--- src/design/fpau_pkg.sv ---
// fpau_pkg: shared types, codes and helpers of the fixed point accumulator with undo
// used by fpau_ctrl, fpau_dp and fixed_point_accumulator_with_undo
package fpau_pkg;

   // history sizing
   localparam int HISTORY_DEPTH = 16;
   localparam int HIST_AW       = (HISTORY_DEPTH > 1) ? $clog2(HISTORY_DEPTH) : 1;
   localparam int FILL_W        = $clog2(HISTORY_DEPTH + 1);

   // restoring divider: 32 bits of magnitude shifted up by 16
   localparam int DIV_STEPS = 48;
   localparam int DIV_CNT_W = $clog2(DIV_STEPS + 1);

   // operation codes
   localparam logic [2:0] KIND_ADD  = 3'd0;
   localparam logic [2:0] KIND_SUB  = 3'd1;
   localparam logic [2:0] KIND_MUL  = 3'd2;
   localparam logic [2:0] KIND_DIV  = 3'd3;
   localparam logic [2:0] KIND_LOAD = 3'd4;
   localparam logic [2:0] KIND_UNDO = 3'd5;

   // status codes
   localparam logic [1:0] ST_OK       = 2'd0;
   localparam logic [1:0] ST_DIV_ZERO = 2'd1;
   localparam logic [1:0] ST_NO_UNDO  = 2'd2;
   localparam logic [1:0] ST_OVERFLOW = 2'd3;

   typedef struct packed {
      logic [2:0]         kind;
      logic signed [31:0] operand;
   } req_type;

   typedef struct packed {
      logic signed [31:0] value;
      logic [1:0]         status;
      logic [4:0]         history_count;
   } rsp_type;

   // controller to datapath
   typedef struct packed {
      logic capture;
      logic stage_simple;
      logic stage_mul;
      logic div_start;
      logic div_step;
      logic stage_div;
      logic stage_undo;
      logic commit;
   } ctl_cmd_type;

   // datapath to controller
   typedef struct packed {
      logic [2:0] kind;
      logic       operand_zero;
      logic       history_empty;
      logic       div_busy;
   } ctl_status_type;

   typedef struct packed {
      logic [31:0] value;
      logic        sat;
   } sat_type;

   // saturate a 48-bit signed value into 32 bits
   function automatic sat_type clamp48(logic signed [47:0] v);
      sat_type r;
      if ((v[47:31] == '0) || (v[47:31] == '1)) begin
         r.value = v[31:0];
         r.sat   = 1'b0;
      end else begin
         r.value = v[47] ? 32'h8000_0000 : 32'h7fff_ffff;
         r.sat   = 1'b1;
      end
      return r;
   endfunction

   // fill count shown on the 5-bit history_count field
   function automatic logic [4:0] count_out(logic [FILL_W-1:0] f);
      logic [FILL_W+4:0] w;
      w = {5'b0, f};
      return w[4:0];
   endfunction

endpackage

--- src/design/fixed_point_accumulator_with_undo.sv ---
// fixed_point_accumulator_with_undo: top level of the Q16.16 accumulator with undo history
// depends on fpau_pkg, fpau_ctrl, fpau_dp (which holds fpau_ram)

// A signed Q16.16 accumulator that takes one operation per transaction (add,
// subtract, multiply, divide, load, undo) and returns one result transaction
// with the new accumulator value, a status code and the number of values left
// to undo. Every operation that changes the accumulator saves the old value in
// a circular history of fpau_pkg::HISTORY_DEPTH entries, dropping the oldest
// when full; undo restores the newest. Arithmetic saturates with overflow
// status, divide by zero and undo on an empty history leave the state alone.
// One transaction is worked on at a time. Add, subtract, load, unused codes
// and the error cases are staged straight from the captured request; multiply
// waits for a registered 32x32 multiplier, undo for the registered read of the
// history ram, and divide for the restoring divider, which produces one of its
// 48 quotient bits per cycle. A new request is taken in the cycle
// after the result is registered, even while that result still waits in the
// output register; the block then stalls before its own commit until the
// output register is free. No clearing pass runs after reset.

module fixed_point_accumulator_with_undo (
   input  logic              clock,
   input  logic              reset,
   // request channel
   input  logic              req_valid,
   output logic              req_ready,
   input  fpau_pkg::req_type req_data,
   // response channel
   output logic              rsp_valid,
   input  logic              rsp_ready,
   output fpau_pkg::rsp_type rsp_data
);
   // command and status between sequencer and datapath
   fpau_pkg::ctl_cmd_type    cmd;
   fpau_pkg::ctl_status_type sts;

   // sequencer: accept, dispatch by operation, iterate divide, commit
   fpau_ctrl u_ctrl (
      .clock    (clock),
      .reset    (reset),
      .req_valid(req_valid),
      .req_ready(req_ready),
      .rsp_valid(rsp_valid),
      .rsp_ready(rsp_ready),
      .sts      (sts),
      .cmd      (cmd)
   );

   // datapath: accumulator, arithmetic units, history ram, output register
   fpau_dp u_dp (
      .clock   (clock),
      .reset   (reset),
      .req_data(req_data),
      .rsp_data(rsp_data),
      .cmd     (cmd),
      .sts     (sts)
   );
endmodule

--- src/design/fpau_ram.sv ---
// fpau_ram: generic single-write, single-read ram with registered read data
// no dependencies
module fpau_ram #(
   parameter int WIDTH = 32,
   parameter int DEPTH = 16,
   parameter int AW    = (DEPTH > 1) ? $clog2(DEPTH) : 1
) (
   input  logic                   clock,
   input  logic                   wr_en,
   input  logic [AW-1:0]          wr_addr,
   input  logic [WIDTH-1:0]       wr_data,
   input  logic [AW-1:0]          rd_addr,
   output logic [WIDTH-1:0]       rd_data
);
   logic [WIDTH-1:0] mem_ff [DEPTH];
   logic [WIDTH-1:0] rd_data_ff;

   always_ff @(posedge clock) begin
      if (wr_en) begin
         mem_ff[wr_addr] <= wr_data;
      end
      rd_data_ff <= mem_ff[rd_addr];
   end

   assign rd_data = rd_data_ff;
endmodule

--- src/design/fpau_ctrl.sv ---
// fpau_ctrl: sequencing state machine of the accumulator
// depends on fpau_pkg (command and status structs, operation codes)
module fpau_ctrl (
   input  logic                     clock,
   input  logic                     reset,
   input  logic                     req_valid,
   output logic                     req_ready,
   output logic                     rsp_valid,
   input  logic                     rsp_ready,
   input  fpau_pkg::ctl_status_type sts,
   output fpau_pkg::ctl_cmd_type    cmd
);
   localparam logic [2:0] S_IDLE   = 3'd0;
   localparam logic [2:0] S_EXEC   = 3'd1;
   localparam logic [2:0] S_MUL    = 3'd2;
   localparam logic [2:0] S_DIV    = 3'd3;
   localparam logic [2:0] S_UNDO   = 3'd4;
   localparam logic [2:0] S_COMMIT = 3'd5;

   logic [2:0] state_ff, state_in;
   logic       rsp_valid_ff, rsp_valid_in;
   logic       out_free;

   assign out_free  = !rsp_valid_ff || rsp_ready;
   assign req_ready = (state_ff == S_IDLE);
   assign rsp_valid = rsp_valid_ff;

   always_comb begin
      cmd      = '0;
      state_in = state_ff;
      unique case (state_ff)
         S_IDLE: begin
            if (req_valid) begin
               cmd.capture = 1'b1;
               state_in    = S_EXEC;
            end
         end
         S_EXEC: begin
            unique case (sts.kind)
               fpau_pkg::KIND_MUL: begin
                  state_in = S_MUL;
               end
               fpau_pkg::KIND_DIV: begin
                  if (sts.operand_zero) begin
                     cmd.stage_simple = 1'b1;
                     state_in         = S_COMMIT;
                  end else begin
                     cmd.div_start = 1'b1;
                     state_in      = S_DIV;
                  end
               end
               fpau_pkg::KIND_UNDO: begin
                  if (sts.history_empty) begin
                     cmd.stage_simple = 1'b1;
                     state_in         = S_COMMIT;
                  end else begin
                     state_in = S_UNDO;
                  end
               end
               default: begin
                  cmd.stage_simple = 1'b1;
                  state_in         = S_COMMIT;
               end
            endcase
         end
         S_MUL: begin
            cmd.stage_mul = 1'b1;
            state_in      = S_COMMIT;
         end
         S_DIV: begin
            if (sts.div_busy) begin
               cmd.div_step = 1'b1;
            end else begin
               cmd.stage_div = 1'b1;
               state_in      = S_COMMIT;
            end
         end
         S_UNDO: begin
            cmd.stage_undo = 1'b1;
            state_in       = S_COMMIT;
         end
         S_COMMIT: begin
            if (out_free) begin
               cmd.commit = 1'b1;
               state_in   = S_IDLE;
            end
         end
         default: begin
            state_in = S_IDLE;
         end
      endcase
   end

   always_comb begin
      if (cmd.commit) begin
         rsp_valid_in = 1'b1;
      end else if (rsp_ready) begin
         rsp_valid_in = 1'b0;
      end else begin
         rsp_valid_in = rsp_valid_ff;
      end
   end

   always_ff @(posedge clock) begin
      if (reset) begin
         state_ff     <= S_IDLE;
         rsp_valid_ff <= 1'b0;
      end else begin
         state_ff     <= state_in;
         rsp_valid_ff <= rsp_valid_in;
      end
   end
endmodule

--- src/design/fpau_dp.sv ---
// fpau_dp: accumulator datapath with adder, multiplier, restoring divider and history
// depends on fpau_pkg and fpau_ram
module fpau_dp (
   input  logic                     clock,
   input  logic                     reset,
   input  fpau_pkg::req_type        req_data,
   output fpau_pkg::rsp_type        rsp_data,
   input  fpau_pkg::ctl_cmd_type    cmd,
   output fpau_pkg::ctl_status_type sts
);
   localparam logic [fpau_pkg::HIST_AW-1:0] HIST_LAST =
      fpau_pkg::HIST_AW'(fpau_pkg::HISTORY_DEPTH - 1);
   localparam logic [fpau_pkg::FILL_W-1:0] FILL_FULL =
      fpau_pkg::FILL_W'(fpau_pkg::HISTORY_DEPTH);

   // captured transaction
   logic [2:0]         kind_ff;
   logic signed [31:0] opd_ff;

   // architectural state
   logic signed [31:0]            acc_ff, acc_in;
   logic [fpau_pkg::HIST_AW-1:0]  top_ff, top_in;
   logic [fpau_pkg::FILL_W-1:0]   fill_ff, fill_in;

   // staged result
   logic [31:0] res_value_ff;
   logic [1:0]  res_status_ff;
   logic        res_push_ff;
   logic        res_pop_ff;

   // multiplier register
   logic signed [63:0] prod_ff;

   // divider
   logic [47:0]                     dvd_ff;
   logic [31:0]                     dvs_ff;
   logic [31:0]                     rem_ff;
   logic [47:0]                     quo_ff;
   logic                            neg_ff;
   logic [fpau_pkg::DIV_CNT_W-1:0]  cnt_ff;

   fpau_pkg::rsp_type rsp_ff;

   logic [fpau_pkg::HIST_AW-1:0] top_inc, top_dec;
   logic [31:0]                  ram_rdata;
   logic                         ram_wr;

   fpau_pkg::sat_type sum_sat, diff_sat, mul_sat;
   logic signed [32:0] sum_w, diff_w;
   logic [32:0]        neg_acc, neg_opd;
   logic [31:0]        mag_a, mag_b;
   logic [32:0]        shifted;
   logic [33:0]        trial;
   logic               trial_ge;
   logic [47:0]        quo_neg;

   assign top_inc = (top_ff == HIST_LAST) ? '0 : top_ff + 1'b1;
   assign top_dec = (top_ff == '0) ? HIST_LAST : top_ff - 1'b1;

   assign sts.kind          = kind_ff;
   assign sts.operand_zero  = (opd_ff == '0);
   assign sts.history_empty = (fill_ff == '0);
   assign sts.div_busy      = (cnt_ff != '0);

   // add and subtract with saturation
   assign sum_w    = {acc_ff[31], acc_ff} + {opd_ff[31], opd_ff};
   assign diff_w   = {acc_ff[31], acc_ff} - {opd_ff[31], opd_ff};
   assign sum_sat  = fpau_pkg::clamp48({{15{sum_w[32]}}, sum_w});
   assign diff_sat = fpau_pkg::clamp48({{15{diff_w[32]}}, diff_w});

   // product floored by the arithmetic shift
   assign mul_sat = fpau_pkg::clamp48(prod_ff[63:16]);

   // magnitudes for the divider (the most negative value maps to 2^31)
   assign neg_acc = 33'd0 - {acc_ff[31], acc_ff};
   assign neg_opd = 33'd0 - {opd_ff[31], opd_ff};
   assign mag_a   = acc_ff[31] ? neg_acc[31:0] : acc_ff;
   assign mag_b   = opd_ff[31] ? neg_opd[31:0] : opd_ff;

   // one quotient bit per step
   assign shifted  = {rem_ff, dvd_ff[47]};
   assign trial    = {1'b0, shifted} - {2'b0, dvs_ff};
   assign trial_ge = !trial[33];
   assign quo_neg  = 48'd0 - quo_ff;

   always_ff @(posedge clock) begin
      prod_ff <= acc_ff * opd_ff;
      if (cmd.capture) begin
         kind_ff <= req_data.kind;
         opd_ff  <= req_data.operand;
      end
      if (cmd.div_start) begin
         dvd_ff <= {mag_a, 16'b0};
         dvs_ff <= mag_b;
         rem_ff <= '0;
         quo_ff <= '0;
         neg_ff <= acc_ff[31] ^ opd_ff[31];
      end else if (cmd.div_step) begin
         dvd_ff <= {dvd_ff[46:0], 1'b0};
         rem_ff <= trial_ge ? trial[31:0] : shifted[31:0];
         quo_ff <= {quo_ff[46:0], trial_ge};
      end
      if (cmd.stage_simple) begin
         case (kind_ff)
            fpau_pkg::KIND_ADD: begin
               res_value_ff  <= sum_sat.value;
               res_status_ff <= sum_sat.sat ? fpau_pkg::ST_OVERFLOW : fpau_pkg::ST_OK;
               res_push_ff   <= 1'b1;
               res_pop_ff    <= 1'b0;
            end
            fpau_pkg::KIND_SUB: begin
               res_value_ff  <= diff_sat.value;
               res_status_ff <= diff_sat.sat ? fpau_pkg::ST_OVERFLOW : fpau_pkg::ST_OK;
               res_push_ff   <= 1'b1;
               res_pop_ff    <= 1'b0;
            end
            fpau_pkg::KIND_LOAD: begin
               res_value_ff  <= opd_ff;
               res_status_ff <= fpau_pkg::ST_OK;
               res_push_ff   <= 1'b1;
               res_pop_ff    <= 1'b0;
            end
            fpau_pkg::KIND_DIV: begin
               res_value_ff  <= acc_ff;
               res_status_ff <= fpau_pkg::ST_DIV_ZERO;
               res_push_ff   <= 1'b0;
               res_pop_ff    <= 1'b0;
            end
            fpau_pkg::KIND_UNDO: begin
               res_value_ff  <= acc_ff;
               res_status_ff <= fpau_pkg::ST_NO_UNDO;
               res_push_ff   <= 1'b0;
               res_pop_ff    <= 1'b0;
            end
            default: begin
               res_value_ff  <= acc_ff;
               res_status_ff <= fpau_pkg::ST_OK;
               res_push_ff   <= 1'b0;
               res_pop_ff    <= 1'b0;
            end
         endcase
      end else if (cmd.stage_mul) begin
         res_value_ff  <= mul_sat.value;
         res_status_ff <= mul_sat.sat ? fpau_pkg::ST_OVERFLOW : fpau_pkg::ST_OK;
         res_push_ff   <= 1'b1;
         res_pop_ff    <= 1'b0;
      end else if (cmd.stage_div) begin
         res_push_ff <= 1'b1;
         res_pop_ff  <= 1'b0;
         if (neg_ff) begin
            if (quo_ff > 48'h0000_8000_0000) begin
               res_value_ff  <= 32'h8000_0000;
               res_status_ff <= fpau_pkg::ST_OVERFLOW;
            end else begin
               res_value_ff  <= quo_neg[31:0];
               res_status_ff <= fpau_pkg::ST_OK;
            end
         end else begin
            if (quo_ff > 48'h0000_7fff_ffff) begin
               res_value_ff  <= 32'h7fff_ffff;
               res_status_ff <= fpau_pkg::ST_OVERFLOW;
            end else begin
               res_value_ff  <= quo_ff[31:0];
               res_status_ff <= fpau_pkg::ST_OK;
            end
         end
      end else if (cmd.stage_undo) begin
         res_value_ff  <= ram_rdata;
         res_status_ff <= fpau_pkg::ST_OK;
         res_push_ff   <= 1'b0;
         res_pop_ff    <= 1'b1;
      end
      if (cmd.commit) begin
         rsp_ff.value         <= res_value_ff;
         rsp_ff.status        <= res_status_ff;
         rsp_ff.history_count <= fpau_pkg::count_out(fill_in);
      end
   end

   // commit: push the old value or pop the newest one
   always_comb begin
      acc_in  = acc_ff;
      top_in  = top_ff;
      fill_in = fill_ff;
      if (cmd.commit) begin
         acc_in = res_value_ff;
         if (res_push_ff) begin
            top_in  = top_inc;
            fill_in = (fill_ff == FILL_FULL) ? fill_ff : fill_ff + 1'b1;
         end else if (res_pop_ff) begin
            top_in  = top_dec;
            fill_in = fill_ff - 1'b1;
         end
      end
   end

   always_ff @(posedge clock) begin
      if (reset) begin
         acc_ff  <= '0;
         top_ff  <= '0;
         fill_ff <= '0;
         cnt_ff  <= '0;
      end else begin
         acc_ff  <= acc_in;
         top_ff  <= top_in;
         fill_ff <= fill_in;
         if (cmd.div_start) begin
            cnt_ff <= fpau_pkg::DIV_CNT_W'(fpau_pkg::DIV_STEPS);
         end else if (cmd.div_step) begin
            cnt_ff <= cnt_ff - 1'b1;
         end
      end
   end

   assign ram_wr = cmd.commit && res_push_ff;

   fpau_ram #(
      .WIDTH(32),
      .DEPTH(fpau_pkg::HISTORY_DEPTH)
   ) u_hist (
      .clock  (clock),
      .wr_en  (ram_wr),
      .wr_addr(top_ff),
      .wr_data(acc_ff),
      .rd_addr(top_dec),
      .rd_data(ram_rdata)
   );

   assign rsp_data = rsp_ff;
endmodule
--- config.mk ---
export PLATFORM = sky130hd
export DESIGN_NAME = fixed_point_accumulator_with_undo
export DESIGN_NICKNAME = d
export VERILOG_FILES = /design/src/design/fpau_pkg.sv /design/src/design/fixed_point_accumulator_with_undo.sv /design/src/design/fpau_ram.sv /design/src/design/fpau_ctrl.sv /design/src/design/fpau_dp.sv
export SDC_FILE = /design/constraint.sdc
export NUM_CORES = 2
export LEC_CHECK = 0
export ABC_AREA = 1
export BUFFER_PORTS_ARGS = -buffer_cell sky130_fd_sc_hd__buf_2
export CAP_MARGIN = 30
export CORE_ASPECT_RATIO = 1.25
export CORE_UTILIZATION = 45
export DETAILED_ROUTE_END_ITERATION = 8
export GPL_TIMING_DRIVEN = 1
export MAX_ROUTING_LAYER = met4
export SLEW_MARGIN = 20
export SYNTH_ARGS = -nofsm -noshare
export SYNTH_HDL_FRONTEND = slang
export SYNTH_SLANG_ARGS = --single-unit
--- constraint.sdc ---
create_clock -name clock -period 9.1 [get_ports clock]
set_input_delay 0.455 -clock clock [delete_from_list [all_inputs] [get_ports clock]]
set_output_delay 0.455 -clock clock [all_outputs]
set_load 0.01 [all_outputs]
# Word-level counts from Yosys, hierarchy flattened
# Memories as Yosys holds them, arrays and structs flattened. A register that Yosys moved wholly into a read port is not among the register bits.
# Index checks and enable logic that the tools add are counted.
[word_totals]
reg_bits = 370
mem_bits_rw = 512
input_bits = 39
out_inout_bits = 41
wordCells = 155
n_memories = 1
[op_classes]
add_sub_neg = 11
n_mul = 1
magnitude_cmp = 2
n_eq_ne = 18
n_mux = 72
n_bitwise = 1
reduce_logical = 26
[memory_table]
columns = ["name", "words", "width", "rd", "rd_ports_with_merged_regs", "wr", "line_no", "rtl"]
rows = [
  ["u_dp.u_hist.mem_ff", 16, 32, 1, 1, 1, "fpau_ram.sv:15", "logic [WIDTH-1:0] mem_ff [DEPTH];"],
]
[op_table]
columns = ["cell", "count"]
rows = [
  ["$mux 32", 12],
  ["$mux 33", 3],
  ["$mux 48", 2],
  ["$pmux 32 s3", 1],
  ["$sub 1x32->32 const A", 3],
  ["$mul 32x32->64", 1],
  ["$eq 17x17->1 const B", 3],
  ["$logic_not 17->1", 3],
  ["$gt 48x31->1 const B", 1],
  ["$gt 48x32->1 const B", 1],
  ["$sub 33x32->34", 1],
  ["$add 32x32->33", 1],
  ["$sub 32x32->33", 1],
  ["$logic_not 32->1", 1],
  ["$mux 31", 1],
  ["$mux 1", 24],
  ["$mux 2", 11],
  ["$mux 5", 4],
  ["$mux 4", 4],
  ["$pmux 3 s5", 1],
  ["$eq 3x2->1 const B", 4],
  ["$eq 3x3->1 const B", 4],
  ["$mux 3", 4],
  ["$mux 6", 2],
  ["27 further kinds", 38],
]

# Longest topological paths before layout
[depth]
ltp_word = 7
ltp_mapped = 32
mapped_depth_nobuf = 30

# Modules after synthesis
# From an unflattened synthesis, not the netlist that was laid out.
[unflattened]
cells_unflattened = 10120
hier_area_um2 = 83906.7
[by_module_without_submodules]
columns = ["module", "n_inst", "cells_per_inst", "area_each_um2", "seq_area_each_um2"]
rows = [
  ["fpau_dp", 1, 7938, 60838.3, 8748.4],
  ["fpau_ram", 1, 2122, 22745.6, 16015.4],
  ["fpau_ctrl", 1, 60, 322.8, 80.1],
]

# Worst setup path after synthesis
# OpenSTA, ideal clock, no wires.
[synth_timing]
path_kind = "register -> register"
from = "reg u_dp.acc_ff[31]"
to = "reg u_dp.prod_ff[59]"
setup_ps = 120
arrival_time_ps = 7813
t_required_ps = 8980
setup_slack_ps = 1168
stages_incl_launch_ff = 30
n_path_buf = 3
period_less_slack_ps = 7932
cell_sequence = "dfxtp_1 > clkbuf_1 > clkbuf_1 > clkbuf_1 > nand2_1 > inv_1 > fa_1 > fa_1 > inv_1 > fa_1 > inv_1 > fa_1 > inv_1 > fa_1 > inv_1 > fa_1 > inv_1 > fa_1 > inv_1 > fa_1 > ha_1 > a21oi_1 > inv_1 > a31oi_1 > o21ai_0 > nand2_1 > a21oi_1 > a211oi_1 > nand2_1 > xor2_1"
[synth_between]
elab_chain_len = 1
[synth_lines]
columns = ["item", "line_no", "rtl"]
rows = [
  ["start: declaration", "fpau_dp.sv:21", "logic signed [31:0] acc_ff, acc_in;"],
  ["start signal: assignment", "fpau_dp.sv:204", "acc_ff <= acc_in;"],
  ["$mul 32x32->64", "fpau_dp.sv:87", "prod_ff <= acc_ff * opd_ff;"],
  ["end signal: assignment", "fpau_dp.sv:87", ""],
  ["end: declaration", "fpau_dp.sv:32", "logic signed [63:0] prod_ff;"],
]
# Every way passes these cells.
# A chain may end at the register's enable or synchronous reset.

# Worst setup path after layout
# Same ends and word-level chain as after synthesis.

==> metrics.txt <==
status=finished clean; Adder-Cell Fraction of Synth Area=30.8%; clock power share=17.9%; first-iteration detailed-routing DRC count=5748; final-report hold violation count=0; worst hold path type=in2reg; first-pass GRT wire length=432 mm; critical path arrival=9030 ps; top cell type's share of synthesized area=26.4%; grt total ovfl=0; top cells by area, synth=fa_1 (26%), edfxtp_1 (25%), inv_1 (9.6%), nand2_1 (9.1%), dfxtp_1 (5.2%); startpoint types=register; endpoint class of the critical path=register; largest family of logic cells by synthesized area=adder cells; compound-cell area share of the yosys netlist=9.96%; Post-synth EDFFs=686; mux contribution to synthesized area=0%; relative slew slack=a little over a quarter; crit path kind=reg2reg; Ports=80; PortBufs=79; drt pass-1 iters=6; Post-CTS Setup Repair Bufs=0; sequential fraction of the synthesis area=a little under a third; via count=between 60000 and 70000; Initial Util=45.5%; VDD IR max=0.394 mV; switching power total=0.0115 W; net count after synthesis=~11000; Syn Std Cell Area=~82000 um^2; Max FO, Critical Path=30; Die W=about 380 um; CTS Buf Count=94; routability cong.=1.02; simple logic cell fraction of the synthesized area=14.5%; vias in the first global route=around 67000; Power Total=0.0235 W; ratio of cells with drive above 1 in the final layout=5.93%; max cap viols=0; Yosys reg bits=898; H-tree depth=3; Final min period=8420 ps; DRT Wirelength=between 200 and 300 mm; synthesized area per cell=8.68 um^2; routed len/inst=24.6 um; Logic pwr share=around 60%; clock buffer depth=3; Worst Tran Pin Value=1100 ps; # fillers=17200; Cell Int Power=approximately 0.012 W; Pleak=43.4 nW; clk_lat worst skew=750 ps; Resize count post-CTS=0; Mapped Cells=9461; FP Rows=174; post-synthesis xor/xnor area fraction=2.25%; Distinct cells, synth=63; Max Transition Viols Final=0; Layout Nets=roughly 11000; initial antenna violation count=20; Setup TNS Final=0 ps; sequential share of power=22.2%; DRT antenna net count=0; Final setup viols=0; area leader, netlist=fa_1; Reg clk slew, reported paths=70 ps; Core ar.=approximately 180000 um^2; die footprint=184000 um^2; Power Density=264 nW/um^2; Sinks on Clock Net=898; Peak Freq=119 MHz; Net Sw Frac=49.1%; Top FF cell, synth=edfxtp_1; Residual DRC=0; largest net degree at the start of global routing=239; clk_skew=approximately 60 ps; Root Buffer=clkbuf_16; TritonCTS clock tree=built; vias per cell=5.50; Worst Path Required=9710 ps; Post-synth ARST share=0%; Total GRT Usage=32.9%; fin crit share=92.5%; Syn-to-layout area delta=8.20%; RSZ-0062 raised after global routing=false; Die Ht=480 um; YS warnings=0; DP HPWL=between 200 and 250 mm
metrics by stage:
step	worst slack (ps)	instances	cell area, um^2	utilization, %	hold WS, ps
after floorplan	1170	9461	82100	-	400
final	683	11800	88800	49.2	72.5
after detailed placement	727	11600	85100	47.1	425
after global routing	273	11800	88800	49.2	99.2
after global placement	785	11600	85000	47.1	404
after CTS	677	11800	88700	49.1	35.5
cells in the mapped netlist (8+ instances only):
cell type / number
o21ai_1: 9
nor2_2: 14
o21a_1: 17
o21ai_0: 433
nand3b_1: 16
clkbuf_1: 396
nor4_1: 21
nand3_1: 209
fa_1: 1084
o22ai_1: 9
nand4_1: 53
buf_6: 8
o211ai_1: 146
ha_1: 288
inv_1: 2097
a21o_1: 16
nand2_1: 1985
nor3_1: 50
a211oi_1: 21
xor2_1: 172
a21oi_1: 536
or2_2: 9
nand2_2: 25
dfxtp_1: 212
buf_4: 12
a22oi_1: 53
buf_2: 45
o21bai_1: 26
nor2_1: 549
xnor2_1: 39
o32ai_1: 64
inv_2: 22
buf_1: 30
a31oi_1: 47
edfxtp_1: 686
cell families after synthesis:
group	Yosys count
xor+xnor	211
buf+inv	2616
simple gates	2955
flops	898
fa+ha+maj	1372
compound gates	1409
path summary, 6_finish.rpt:
| kind | start | end | slack, ps | cells after the start |
|---|---|---|---|---|
| setup / recovery | u_dp.acc_ff[31] | u_dp.prod_ff[59] | 680 | 26 |
| hold / removal | req_data[1] | u_dp.opd_ff[1] | 70 | 1 |
| hold reg to reg | u_dp.res_status_ff[0] | u_dp.rsp_data[5] | 440 | 0 |
| setup reg to reg | u_dp.acc_ff[31] | u_dp.prod_ff[59] | 680 | 26 |
cell type report:
| type | count | area, um^2 | area share [%] |
|---|---|---|---|
| Antenna cell | 18 | 45.0 | 0.0507 |
| Clock buffer | 122 | 2570 | 2.89 |
| Clock inverter | 56 | 773 | 0.871 |
| Inverter | 2124 | 7980 | 8.98 |
| Multi-Input combinational cell | 5947 | 47400 | 53.4 |
| Sequential cell | 898 | 24900 | 28.0 |
| Tap cell | 2376 | 2970 | 3.35 |
| Timing Repair Buffer | 278 | 2180 | 2.45 |
layer usage:
layer | wire (um) | up-vias | part of all wire [%] | track usage, %
li1 | - | 29000 | - | -
met1 | 115000 | 32800 | 39 | 41.0
met2 | 141000 | 2616 | 49 | 53.8
met3 | 21400 | 608 | 7.3 | 4.30
met4 | 13900 | 0 | 4.8 | 13.8
met5 | 0 | - | 0 | -
critical path, cell delays in order (launching register included):
cell and delay [ps]:
dfxtp_2 780, nand2_1 260, inv_1 150, fa_1 520, fa_1 680, inv_1 130, fa_1 560, inv_1 80
fa_1 850, inv_1 360, fa_1 580, inv_1 60, fa_1 530, inv_1 50, fa_1 480, inv_1 50
fa_1 450, ha_1 410, a21oi_1 190, inv_1 70, a31oi_1 270, o21ai_0 220, nand2_1 100, a21oi_1 60
a211oi_1 160, nand2_1 100, xor2_1 150
placed cells by master (no fill, tap or decap), types with 11 or more instances in the layout:
cell type      count
clkbuf_1          18
nand3_1          208
o32ai_1           64
dfxtp_1          179
nor2_2            14
inv_1           2095
nor3_1            47
a21o_1            16
edfxtp_1         686
a31oi_1           47
clkinv_2          17
fa_1            1084
ha_1             288
o21ai_0          433
a21oi_1          536
o21a_1            17
nand4_1           53
bufinv_16         13
nor2_4            15
buf_4            159
clkbuf_16         95
buf_2             79
nand2_2           26
a22oi_1           53
diode_2           18
nand2_1         1981
o21bai_1          26
dlygate4sd3_1     23
buf_12            11
o211ai_1         146
clkinv_1          11
nor4_1            21
nand3b_1          16
xnor2_1           39
a211oi_1          21
nor2_1           534
inv_2             24
xor2_1           172
dfxtp_2           31
sequential cells by signal, indices dropped and copies added (netlist names):
name                 flops
u_dp.u_hist.mem_ff     512
u_dp.prod_ff            48
u_dp.quo_ff             48
u_dp.rsp_data           39
u_dp.acc_ff             32
u_dp.dvd_ff             32
u_dp.dvs_ff             32
u_dp.opd_ff             32
u_dp.rem_ff             32
u_dp.res_value_ff       32
u_dp.u_hist.rd_data     32
u_dp.cnt_ff              6
u_dp.fill_ff             5
u_dp.top_ff              4
u_ctrl.state_ff          3
u_dp.kind_ff             3
u_dp.res_status_ff       2
u_ctrl.rsp_valid         1
u_dp.neg_ff              1
u_dp.res_pop_ff          1
u_dp.res_push_ff         1
power by group through the flow:
| stage | Combinational, W | Sequential, W | Clock [W] |
|---|---|---|---|
| floorplan | 0.00923 | 0.00503 | 0 |
| global placement | 0.0139 | 0.00528 | 0 |
| global route | 0.0155 | 0.00520 | 0.00440 |
| CTS | 0.0140 | 0.00518 | 0.00426 |
| finish | 0.0141 | 0.00520 | 0.00420 |
| detailed placement | 0.0140 | 0.00527 | 0 |
repair_timing:
item                       in CTS  in global routing
setup endpoints to repair       0                  0
hold buffers                   23                  0
hold endpoints to repair       23                  0
Note: power is estimated with default switching activity, not from simulation.
